$ cat src/design/lr_pkg.sv
// Shared constants and types for the line rasteriser.
// No dependencies; every other design file imports this package.
package lr_pkg;

    // Field width on the stream ports
    localparam int C_COORD_W     = 6;
    // Default for the usable coordinate width (2 to C_COORD_W)
    localparam int C_COORD_BITS  = 6;
    // Default depth of the segment queue between front and back
    localparam int C_QUEUE_DEPTH = 2;

    // Four coordinates in, two coordinates out, padded to whole bytes
    localparam int C_S_TDATA_W   = ((4 * C_COORD_W + 7) / 8) * 8;
    localparam int C_M_TDATA_W   = ((2 * C_COORD_W + 7) / 8) * 8;

    typedef logic [C_COORD_W-1:0] t_coord;

endpackage

$ cat src/design/line_rasterizer_top.sv
// Top level of the line rasteriser: front classifier, segment queue and
// pixel-walking back end. Depends on lr_pkg, lr_front, lr_queue, lr_back.
//
//  Channel  | Ports               | tdata / tuser / tlast contents
//  ---------+---------------------+-------------------------------------------
//  segment  | i_s_* in, o_s_tready| tdata: start_x, start_y, end_x, end_y
//  pixel    | o_m_* out, i_m_tready| tdata: pixel_x, pixel_y; tlast: last_pixel
//
// Pixels: a segment of major length len yields len+1 pixels, one per cycle
// unless i_m_tready stalls the output register; the walker loads a segment
// from the queue only when idle, ahead of its first pixel.
// Reset: synchronous, active low; empties the queue and the output register.
// Stalls: the queue lets new segments in while the back end walks, and the
// output register holds a pixel while i_m_tready is low.
module line_rasterizer_top #(
    parameter int COORD_BITS  = lr_pkg::C_COORD_BITS,
    parameter int QUEUE_DEPTH = lr_pkg::C_QUEUE_DEPTH
) (
    input  logic                           i_clk,
    input  logic                           i_rst_n,
    // Segment stream in
    input  logic                           i_s_tvalid,
    output logic                           o_s_tready,
    // [5:0] start_x, [11:6] start_y, [17:12] end_x, [23:18] end_y
    input  logic [lr_pkg::C_S_TDATA_W-1:0] i_s_tdata,
    // Pixel stream out
    output logic                           o_m_tvalid,
    input  logic                           i_m_tready,
    // [5:0] pixel_x, [11:6] pixel_y, [15:12] zero
    output logic [lr_pkg::C_M_TDATA_W-1:0] o_m_tdata,
    // last_pixel
    output logic                           o_m_tlast
);
    import lr_pkg::*;

    localparam int SEG_W = 4 * COORD_BITS + 2;

    logic [SEG_W-1:0] front_seg;
    logic [SEG_W-1:0] queue_seg;
    logic             queue_valid;
    logic             back_ready;

    // Classify the incoming segment combinationally
    lr_front #(
        .COORD_BITS (COORD_BITS)
    ) u_front (
        .i_tdata (i_s_tdata),
        .o_seg   (front_seg)
    );

    // Hold classified segments until the walker is free
    lr_queue #(
        .DATA_W (SEG_W),
        .DEPTH  (QUEUE_DEPTH)
    ) u_queue (
        .i_clk        (i_clk),
        .i_rst_n      (i_rst_n),
        .i_push_valid (i_s_tvalid),
        .o_push_ready (o_s_tready),
        .i_push_data  (front_seg),
        .o_pop_valid  (queue_valid),
        .i_pop_ready  (back_ready),
        .o_pop_data   (queue_seg)
    );

    // Walk each segment and emit one pixel per transaction
    lr_back #(
        .COORD_BITS (COORD_BITS)
    ) u_back (
        .i_clk       (i_clk),
        .i_rst_n     (i_rst_n),
        .i_seg_valid (queue_valid),
        .o_seg_ready (back_ready),
        .i_seg       (queue_seg),
        .o_m_tvalid  (o_m_tvalid),
        .i_m_tready  (i_m_tready),
        .o_m_tdata   (o_m_tdata),
        .o_m_tlast   (o_m_tlast)
    );

endmodule

$ cat src/design/lr_front.sv
// Front end of the line rasteriser: classifies one segment (major axis,
// endpoint order, length, minor delta) into a packed descriptor.
// Depends on lr_pkg.
module lr_front #(
    parameter int COORD_BITS = lr_pkg::C_COORD_BITS,
    localparam int SEG_W     = 4 * COORD_BITS + 2
) (
    input  logic [lr_pkg::C_S_TDATA_W-1:0] i_tdata,
    output logic [SEG_W-1:0]               o_seg
);
    import lr_pkg::*;

    localparam int W = COORD_BITS;

    logic [W-1:0]        x0, y0, x1, y1;
    logic [W-1:0]        adx, ady;
    logic                along_x, swap;
    logic [W-1:0]        maj0, min0, min1, len;
    logic signed [W:0]   d;

    always_comb begin
        x0 = i_tdata[0*C_COORD_W +: W];
        y0 = i_tdata[1*C_COORD_W +: W];
        x1 = i_tdata[2*C_COORD_W +: W];
        y1 = i_tdata[3*C_COORD_W +: W];

        adx = (x1 > x0) ? (x1 - x0) : (x0 - x1);
        ady = (y1 > y0) ? (y1 - y0) : (y0 - y1);

        // Step along x only when x changes strictly more
        along_x = (ady < adx);
        swap    = along_x ? (x0 > x1) : (y0 > y1);

        if (along_x) begin
            maj0 = swap ? x1 : x0;
            min0 = swap ? y1 : y0;
            min1 = swap ? y0 : y1;
            len  = adx;
        end else begin
            maj0 = swap ? y1 : y0;
            min0 = swap ? x1 : x0;
            min1 = swap ? x0 : x1;
            len  = ady;
        end

        d = $signed({1'b0, min1}) - $signed({1'b0, min0});

        o_seg = {along_x, d, len, min0, maj0};
    end

endmodule

$ cat src/design/lr_queue.sv
// Short segment queue between the front and back ends of the rasteriser.
// Register-based ring buffer; depends on lr_pkg for its default depth.
module lr_queue #(
    parameter int DATA_W = 8,
    parameter int DEPTH  = lr_pkg::C_QUEUE_DEPTH
) (
    input  logic              i_clk,
    input  logic              i_rst_n,
    input  logic              i_push_valid,
    output logic              o_push_ready,
    input  logic [DATA_W-1:0] i_push_data,
    output logic              o_pop_valid,
    input  logic              i_pop_ready,
    output logic [DATA_W-1:0] o_pop_data
);
    import lr_pkg::*;

    localparam int PTR_W = (DEPTH > 1) ? $clog2(DEPTH) : 1;
    localparam int CNT_W = $clog2(DEPTH + 1);

    logic [DATA_W-1:0] r_mem [DEPTH];
    logic [PTR_W-1:0]  r_wr, n_wr, r_rd, n_rd;
    logic [CNT_W-1:0]  r_count, n_count;
    logic              push, pop;

    assign o_push_ready = (r_count != CNT_W'(DEPTH));
    assign o_pop_valid  = (r_count != '0);
    assign o_pop_data   = r_mem[r_rd];
    assign push         = i_push_valid && o_push_ready;
    assign pop          = i_pop_ready && o_pop_valid;

    always_comb begin
        n_wr = r_wr;
        n_rd = r_rd;
        n_count = r_count;
        if (push) begin
            n_wr = (r_wr == PTR_W'(DEPTH - 1)) ? '0 : r_wr + 1'b1;
        end
        if (pop) begin
            n_rd = (r_rd == PTR_W'(DEPTH - 1)) ? '0 : r_rd + 1'b1;
        end
        case ({push, pop})
            2'b10:   n_count = r_count + 1'b1;
            2'b01:   n_count = r_count - 1'b1;
            default: n_count = r_count;
        endcase
    end

    always_ff @(posedge i_clk) begin
        if (!i_rst_n) begin
            r_wr    <= '0;
            r_rd    <= '0;
            r_count <= '0;
        end else begin
            r_wr    <= n_wr;
            r_rd    <= n_rd;
            r_count <= n_count;
        end
    end

    always_ff @(posedge i_clk) begin
        if (push) begin
            r_mem[r_wr] <= i_push_data;
        end
    end

`ifndef NO_ASSERTIONS
    a_count_bound: assert property (@(posedge i_clk) disable iff (!i_rst_n)
        r_count <= CNT_W'(DEPTH))
        else $error("queue fill count beyond depth");

    a_push_only: assert property (@(posedge i_clk) disable iff (!i_rst_n)
        (push && !pop) |=> (r_count == $past(r_count) + 1'b1))
        else $error("queue fill count missed a push");
`endif

endmodule

$ cat src/design/lr_back.sv
// Back end of the line rasteriser: walks one segment a pixel per cycle unless
// the output stalls, tracking the rounded minor coordinate with a remainder
// accumulator. Depends on lr_pkg.
module lr_back #(
    parameter int COORD_BITS = lr_pkg::C_COORD_BITS,
    localparam int SEG_W     = 4 * COORD_BITS + 2
) (
    input  logic                           i_clk,
    input  logic                           i_rst_n,
    input  logic                           i_seg_valid,
    output logic                           o_seg_ready,
    input  logic [SEG_W-1:0]               i_seg,
    output logic                           o_m_tvalid,
    input  logic                           i_m_tready,
    output logic [lr_pkg::C_M_TDATA_W-1:0] o_m_tdata,
    output logic                           o_m_tlast
);
    import lr_pkg::*;

    localparam int W     = COORD_BITS;
    localparam int ACC_W = W + 3;

    // Segment fields
    logic                    s_along;
    logic signed [W:0]       s_d;
    logic [W-1:0]            s_len, s_min0, s_maj0;

    // Walk state
    logic                    r_busy, n_busy;
    logic                    r_along;
    logic signed [W:0]       r_d;
    logic [W-1:0]            r_len;
    logic [W-1:0]            r_maj, n_maj;
    logic [W-1:0]            r_min, n_min;
    logic [W-1:0]            r_cnt, n_cnt;
    logic signed [ACC_W-1:0] r_rem, n_rem;

    // Output register
    logic                    r_ovalid, n_ovalid;
    t_coord                  r_px, r_py;
    logic                    r_last;

    logic                    load, emit;
    logic signed [ACC_W-1:0] step, twolen, sum;

    assign {s_along, s_d, s_len, s_min0, s_maj0} = i_seg;

    assign o_seg_ready = !r_busy;
    assign load        = i_seg_valid && !r_busy;
    assign emit        = r_busy && (!r_ovalid || i_m_tready);

    assign step   = ACC_W'(r_d) <<< 1;
    assign twolen = $signed(ACC_W'({r_len, 1'b0}));
    assign sum    = r_rem + step;

    always_comb begin
        n_busy   = r_busy;
        n_maj    = r_maj;
        n_min    = r_min;
        n_cnt    = r_cnt;
        n_rem    = r_rem;
        n_ovalid = r_ovalid;
        if (i_m_tready) begin
            n_ovalid = 1'b0;
        end
        if (load) begin
            n_busy = 1'b1;
            n_maj  = s_maj0;
            n_min  = s_min0;
            n_cnt  = s_len;
            n_rem  = $signed(ACC_W'(s_len));
        end else if (emit) begin
            n_ovalid = 1'b1;
            if (r_cnt == '0) begin
                n_busy = 1'b0;
            end else begin
                n_cnt = r_cnt - 1'b1;
                n_maj = r_maj + 1'b1;
                // Keep the remainder in [0, 2*len): one correction suffices
                if (sum >= twolen) begin
                    n_rem = sum - twolen;
                    n_min = r_min + 1'b1;
                end else if (sum < 0) begin
                    n_rem = sum + twolen;
                    n_min = r_min - 1'b1;
                end else begin
                    n_rem = sum;
                end
            end
        end
    end

    always_ff @(posedge i_clk) begin
        if (!i_rst_n) begin
            r_busy   <= 1'b0;
            r_ovalid <= 1'b0;
        end else begin
            r_busy   <= n_busy;
            r_ovalid <= n_ovalid;
        end
    end

    always_ff @(posedge i_clk) begin
        r_maj <= n_maj;
        r_min <= n_min;
        r_cnt <= n_cnt;
        r_rem <= n_rem;
        if (load) begin
            r_along <= s_along;
            r_d     <= s_d;
            r_len   <= s_len;
        end
        if (emit) begin
            r_px   <= r_along ? C_COORD_W'(r_maj) : C_COORD_W'(r_min);
            r_py   <= r_along ? C_COORD_W'(r_min) : C_COORD_W'(r_maj);
            r_last <= (r_cnt == '0);
        end
    end

    assign o_m_tvalid = r_ovalid;
    assign o_m_tdata  = C_M_TDATA_W'({r_py, r_px});
    assign o_m_tlast  = r_last;

`ifndef NO_ASSERTIONS
    a_rem_bound: assert property (@(posedge i_clk) disable iff (!i_rst_n)
        (r_busy && r_len != '0) |-> (r_rem >= 0 && r_rem < twolen))
        else $error("minor remainder out of range");

    a_last_ends: assert property (@(posedge i_clk) disable iff (!i_rst_n)
        (emit && r_cnt == '0) |=> (!r_busy && r_ovalid && r_last))
        else $error("final pixel did not close the segment");
`endif

endmodule

$ cat config.mk
export PLATFORM = sky130hd
export DESIGN_NAME = line_rasterizer_top
export DESIGN_NICKNAME = d
export VERILOG_FILES = /design/src/design/lr_pkg.sv /design/src/design/line_rasterizer_top.sv /design/src/design/lr_front.sv /design/src/design/lr_queue.sv /design/src/design/lr_back.sv
export SDC_FILE = /design/constraint.sdc
export NUM_CORES = 1
export LEC_CHECK = 0
export BUFFER_PORTS_ARGS = -buffer_cell sky130_fd_sc_hd__buf_2
export CORE_UTILIZATION = 40
export DETAILED_ROUTE_END_ITERATION = 10
export HOLD_SLACK_MARGIN = 0.08
export MAX_ROUTING_LAYER = met4
export SKIP_CTS_REPAIR_TIMING = 1
export SLEW_MARGIN = 30
export SYNTH_ARGS = -nofsm -noshare
export SYNTH_HDL_FRONTEND = slang
export SYNTH_SLANG_ARGS = --single-unit
export TNS_END_PERCENT = 50
$ cat constraint.sdc
create_clock -name i_clk -period 6.85 [get_ports i_clk]
set_input_delay 0.685 -clock i_clk [delete_from_list [all_inputs] [get_ports i_clk]]
set_output_delay 0.685 -clock i_clk [all_outputs]
set_load 0.02 [all_outputs]
### Word level (Yosys, flattened, before mapping)

Memory sizes are Yosys's and may differ from the RTL's. A register that Yosys moved wholly into a read port is not among the register bits.
Index checks and enable logic that the tools add are counted.

* register bits: 60
* bits in latches: 0
* memory bits (writable): 52
* bits in read-only memories: 0
* input port bits: 28
* memories kept: 1

Memory list
* u_queue.r_mem: depth 2, width 26, rd ports 1, clocked after memory_dff 1, wr ports 1, line lr_queue.sv:21 `logic [DATA_W-1:0] r_mem [DEPTH];`

* $add $sub $neg: 16
* $mul: 0
* div/mod/pow operators: 0
* magnitude comparators: 7
* eq/ne operators: 4
* shift-type cells: 0
* muxes and demuxes: 42
* bitwise gates (word level): 1
* reduce and logical (&&, ||, !) cells: 16

Operators by type and width (count)
* 2-to-1 mux 6 bit: 26
* > comparator 6 bit: 4
* subtractor 6 bit: 4
* adder 9 x 8 -> 9 bit: 2
* 2-to-1 mux 9 bit: 2
* 2-to-1 mux 1 bit: 13
* adder 6 x 1 -> 6 bit, second input constant: 2
* subtractor 6 x 1 -> 6 bit, second input constant: 2
* greater-or-equal comparator 9 x 8 -> 1 bit: 1
* < comparator 9 x 1 -> 1 bit, second input constant: 1
* subtractor 9 x 8 -> 9 bit: 1
* nonzero test 2 bit: 4
* subtractor 6 x 6 -> 7 bit: 1
* zero test 6 bit: 1
* < comparator 6 bit: 1
* AND reduction 2 bit: 3
* inequality test 2 bit, second input constant: 2
* case mux 2 bit (2 select lines): 1
* logical AND 1 bit: 3
* AND reduction 3 bit: 1
* nonzero test 3 bit: 1
* adder 1 bit, second input constant: 2
* adder 2 x 1 -> 2 bit, second input constant: 1
* equality test 2 x 1 -> 1 bit, second input constant: 1
* other kinds (5): 6

### Longest topological paths before layout

* word-level depth: 7
* mapped depth: 25
* mapped depth without buffers: 23

### Modules after synthesis

A second synthesis with hierarchy kept.

* cells, all modules: 659
* area, all modules: 7499.7 µm²

Modules (own cells, without submodules)
* lr_back: times used 1, cells an instance 328, area each 3495.9 µm², seq. area each 1631.6 µm²
* lr_queue: times used 1, cells an instance 105, area each 2104.5 µm², seq. area each 1661.6 µm²
* lr_front: times used 1, cells an instance 226, area each 1899.3 µm², seq. area each 0.0 µm²

### Least setup slack after synthesis

No wires, ideal clock.

* path kind: input port to flip-flop
* start point: input i_s_tdata[18] in the netlist's numbering
* end point: memory u_queue.r_mem[0][23] in the netlist's numbering (data pin)
* setup time: 0.262 ns
* arrival: 4.938 ns
* data required time: 6.588 ns
* slack: 1.650 ns
* stages on the path: 25
* path through: inv_1 -> ha_1 -> inv_1 -> fa_1 -> a211oi_1 -> nor2_1 -> o31ai_4 -> mux2i_1 -> xor2_1 -> inv_1 -> ha_1 -> a21oi_1 -> o21ai_0 -> a31o_2 -> clkbuf_1 -> inv_2 -> buf_2 -> mux2i_1 -> ha_1 -> nor2b_1 -> o21ai_0 -> nand2b_1 -> a21o_1 -> a21oi_1 -> xnor2_1

* cells in the longest elaborated chain, start to end: 7

RTL lines
* start, declared: line line_rasterizer_top.sv:25 `input logic [lr_pkg::C_S_TDATA_W-1:0] i_s_tdata,`
* subtractor 6 bit / > comparator 6 bit (equally long branches): line lr_front.sv:28 `ady = (y1 > y0) ? (y1 - y0) : (y0 - y1);`
* 2-to-1 mux 6 bit *: line lr_front.sv:28
* < comparator 6 bit *: line lr_front.sv:31 `along_x = (ady < adx);`
* via front_seg[25]: line line_rasterizer_top.sv:38 `logic [SEG_W-1:0] front_seg;`
* 2-to-1 mux 1 bit: line lr_front.sv:32 `swap = along_x ? (x0 > x1) : (y0 > y1);`
* 2-to-1 mux 6 bit, on equally long branches
* 2-to-1 mux 6 bit: line lr_front.sv:34 `if (along_x) begin`
* subtractor 6 x 6 -> 7 bit *: line lr_front.sv:46 `d = $signed({1'b0, min1}) - $signed({1'b0, min0});`
* via front_seg[23]: line line_rasterizer_top.sv:38
* end, declared: line lr_queue.sv:21

Mark *: on every way through the listed nets, which the timed path passes. The rest lies on a longest branch.

### Worst setup path after layout

* start point: register u_back.r_rem[1]
* end point: register u_back.r_min[5] (data pin)

* cells in the longest elaborated chain, start to end: 6

RTL lines
* start, declared: line lr_back.sv:36 `logic signed [ACC_W-1:0] r_rem, n_rem;`
* start signal, assigned: line lr_back.sv:107 `r_rem <= n_rem;`
* adder 9 x 8 -> 9 bit: line lr_back.sv:54 `assign sum = r_rem + step;`
* greater-or-equal comparator 9 x 8 -> 1 bit: line lr_back.sv:80 `if (sum >= twolen) begin`
* 2-to-1 mux 6 bit: line lr_back.sv:80
* 2-to-1 mux 6 bit: line lr_back.sv:74 `if (r_cnt == '0) begin`
* 2-to-1 mux 6 bit: line lr_back.sv:72 `end else if (emit) begin`
* 2-to-1 mux 6 bit: line lr_back.sv:66 `if (load) begin`
* via u_back.n_min[5]: line lr_back.sv:34 `logic [W-1:0] r_min, n_min;`
* end signal, assigned: line lr_back.sv:105 `r_min <= n_min;`
* end, declared: line lr_back.sv:34

The timed path passes the listed nets, and every way through them passes these cells. The select of a mux whose other input is x is not followed.
A chain may end at the register's enable or synchronous reset.

==> results.md <==
* Outcome: complete, no violations
* First-pass GRT wire length at 26,800 um
* Core area at 18,800 um^2
* H-tree lvl count at 4
* Vias in the first global route at 5,076
* # IOs at 47
* Yosys warns at 0
* Achievable Freq at 184 MHz
* Drt pass-1 iters at 4
* Synth Area in Compound Gates at 0.122
* Most frequent cells in the layout: 103 x edfxtp_1, 79 x mux2i_1, 62 x ha_1
* Clk pin slew, worst setup/hold paths at 60 ps
* Via count at 5,150
* Grt total ovfl at 0
* Slew @ Worst Pin at 774 ps
* Worst Reg2Reg Path Length in Cells at 19
* Final nets at 820
* DRC at 0
* Number of diodes at 0
* CP endpoint kind: flip-flop
* Placed insts at 936
* R2R Setup Slk at 1400 ps
* Area grow syn2layout at 14.3%
* Synth Area in XOR/XNOR at 0.0470
* Main combinational cell family by area after synthesis: multiplexers
* Final GP Congestion at 0.917
* Site Rows at 50
* Worst Skew at 5.44 ps
* Root Buffer: clkbuf_16
* Adder and majority gate portion of the synthesized area at 0.125
* Clock buffer depth at 2
* Worst hold endpoint: u_back.o_m_tvalid$_SDFF_PN0_
* Initial antenna violation count at 0
* HP Class: flip-flop to flip-flop
* Max-slew headroom at 0.480
* Commonest non-fill, non-tap cell in the layout: edfxtp_1
* Layout cells sized above 1 at 0.174
* Number of fill cells at 1,703
* Die W at 140 um
* Sink Count at 113
* Hold depth at 1
* Worst R2R End: u_back.r_min[5]$_DFFE_PP_
* R2R Path Start: u_back.r_rem[1]$_DFFE_PP_
* DR iter-0 viols at 291
* Kind of critical path: flip-flop to flip-flop
* I/O Buffers at 42
* Largest net degree at the start of global routing at 43
* ANT nets after route at 0
* Non-Filler Instances at 968
* Initial Util at 0.408
* DR WL/cell at 17.0 um
* Final Hold Vio Count at 0
* Ys async rst share at 0
* Synth Instances at 678
* Clk_lat worst skew at 410 ps
* Synth Area in Simple Gates at 0.0772
* Final Cycle Share at 0.795
* Clock buffer count from CTS at 17
* EDFF count, synth at 103
* Post-Syn Area at 7670 um^2
* Average size of a mapped cell at 11.3 um^2
* Worst Setup Start Kind: flip-flop
* Worst-path fanout max at 8
* Setup TNS at 0 ps
* Critical Path RT at 7020 ps
* Die height at 140 um
* WL final at 16,500 um
* Post-synthesis mux area share at 0.150
* Crit path DAT at 5610 ps
* Slew Limit Fails at 0
* CTS tree: yes
* Max Cap Viol at 0
* Hpwl dp at 12,500 um
* Post-layout minimum cycle time at 5450 ps
* Setup Viol. Count Final at 0
* Post-synthesis sequential area ratio at 0.430
* Netlist cell types at 68
* Ys flop type: edfxtp_1
* Post-synthesis register bit count at 113
* RSZ-0062 raised after global routing: no
* Hold Startpoint: u_back.r_busy$_SDFFE_PN0P_
* Vias per std cell at 5.32
* Die area at 19,700 um^2
* Total Routing Usage GR at 0.182
-- area by class of cell --
type | instances | area [um^2] | area share
clock buffer | 17 | 425 | 0.0486
clock inverter | 15 | 215 | 0.0246
inverter | 58 | 218 | 0.0249
multi-input combinational | 480 | 4040 | 0.461
sequential | 113 | 3290 | 0.376
tap | 234 | 293 | 0.0334
timing repair buffer | 51 | 278 | 0.0317
-- routing by layer --
metal	up-vias	share of wire	routed length (um)	track usage
li1	2552	-	-	-
met1	2488	0.47	7800	0.229
met2	91	0.49	8000	0.296
met3	19	0.025	413	0.0277
met4	0	0.016	263	0.0665
met5	-	0	0	-
-- flip-flops by register name, indices dropped and copies added, names as in the netlist, named ones only --
| register | cells |
|---|---|
| u_queue.r_mem | 52 |
| u_back.r_rem | 9 |
| u_back.r_d | 7 |
| u_back.r_cnt | 6 |
| u_back.r_len | 6 |
| u_back.r_maj | 6 |
| u_back.r_min | 6 |
| u_back.r_px | 6 |
| u_back.r_py | 6 |
| u_queue.r_count | 2 |
| u_back.o_m_tlast | 1 |
| u_back.o_m_tvalid | 1 |
| u_back.r_along | 1 |
| u_back.r_busy | 1 |
| u_queue.r_rd | 1 |
| u_queue.r_wr | 1 |
-- worst max-delay path by stage --
stage | depth (start not counted) | from | to
after floorplan | 25 | i_s_tdata[18] | u_queue.r_mem[0][23]$_DFFE_PP_
after global routing | 24 | i_s_tdata[18] | u_queue.r_mem[0][24]$_DFFE_PP_
after CTS | 24 | i_s_tdata[18] | u_queue.r_mem[1][23]$_DFFE_PP_
final | 19 | u_back.r_rem[1]$_DFFE_PP_ | u_back.r_min[5]$_DFFE_PP_
after global placement | 24 | i_s_tdata[18] | u_queue.r_mem[0][23]$_DFFE_PP_
after detailed placement | 24 | i_s_tdata[18] | u_queue.r_mem[0][23]$_DFFE_PP_
-- cells in the mapped netlist, drive strengths merged, types with 5 or more instances --
master / number / share of area
nor2: 33 / 0.016
mux2: 32 / 0.047
a211oi: 8 / 0.0085
nand3: 7 / 0.0046
o211ai: 5 / 0.0049
nand2b: 8 / 0.0065
fa: 9 / 0.024
nor3: 5 / 0.0033
inv: 58 / 0.028
clkbuf: 11 / 0.0054
and2: 9 / 0.0073
buf: 19 / 0.015
ha: 62 / 0.10
xnor2: 24 / 0.027
mux2i: 79 / 0.10
dfxtp: 10 / 0.026
edfxtp: 103 / 0.40
a21o: 12 / 0.012
nor2b: 13 / 0.011
a21oi: 44 / 0.029
nand2: 26 / 0.014
xor2: 15 / 0.020
o21ai: 28 / 0.018
-- worst max-delay path, cell delays in order (launching register included) --
cell and delay (ps):
edfxtp_1 360, ha_1 250, fa_1 430, a211oi_2 300, nor2_1 100, xor2_1 190
ha_1 460, nand3_1 180, nor4_1 610, nor3_1 210, and2_1 320, nor2_1 230
inv_1 140, ha_1 290, a21oi_1 270, o211ai_1 140, a21oi_1 260, xnor2_1 180
o211ai_1 110, and3b_1 180
-- through the flow --
stage | area, um^2 | worst slack [ps] | util | hold slack, ps
finish | 8760 | 1400 | 0.467 | 506
global route | 8760 | 1020 | 0.467 | 539
CTS | 8750 | 1410 | 0.466 | 508
detailed placement | 8110 | 980 | 0.432 | 495
floorplan | 7680 | 1650 | - | 463
global placement | 8110 | 1170 | 0.432 | 486
-- logic make-up (layout without fill, tap and decap cells) --
group,after synthesis,in the layout
AO/OA/AOI/OAI,138,138
XOR/XNOR,39,39
adder cells (fa/ha/maj),71,71
buffers and inverters,88,141
flip-flops,113,113
multiplexers,111,111
other,1,4
AND/OR/NAND/NOR,117,117
Power is not shown: default switching activity piles up to over one toggle a cycle in this logic, so the estimate is an artifact.
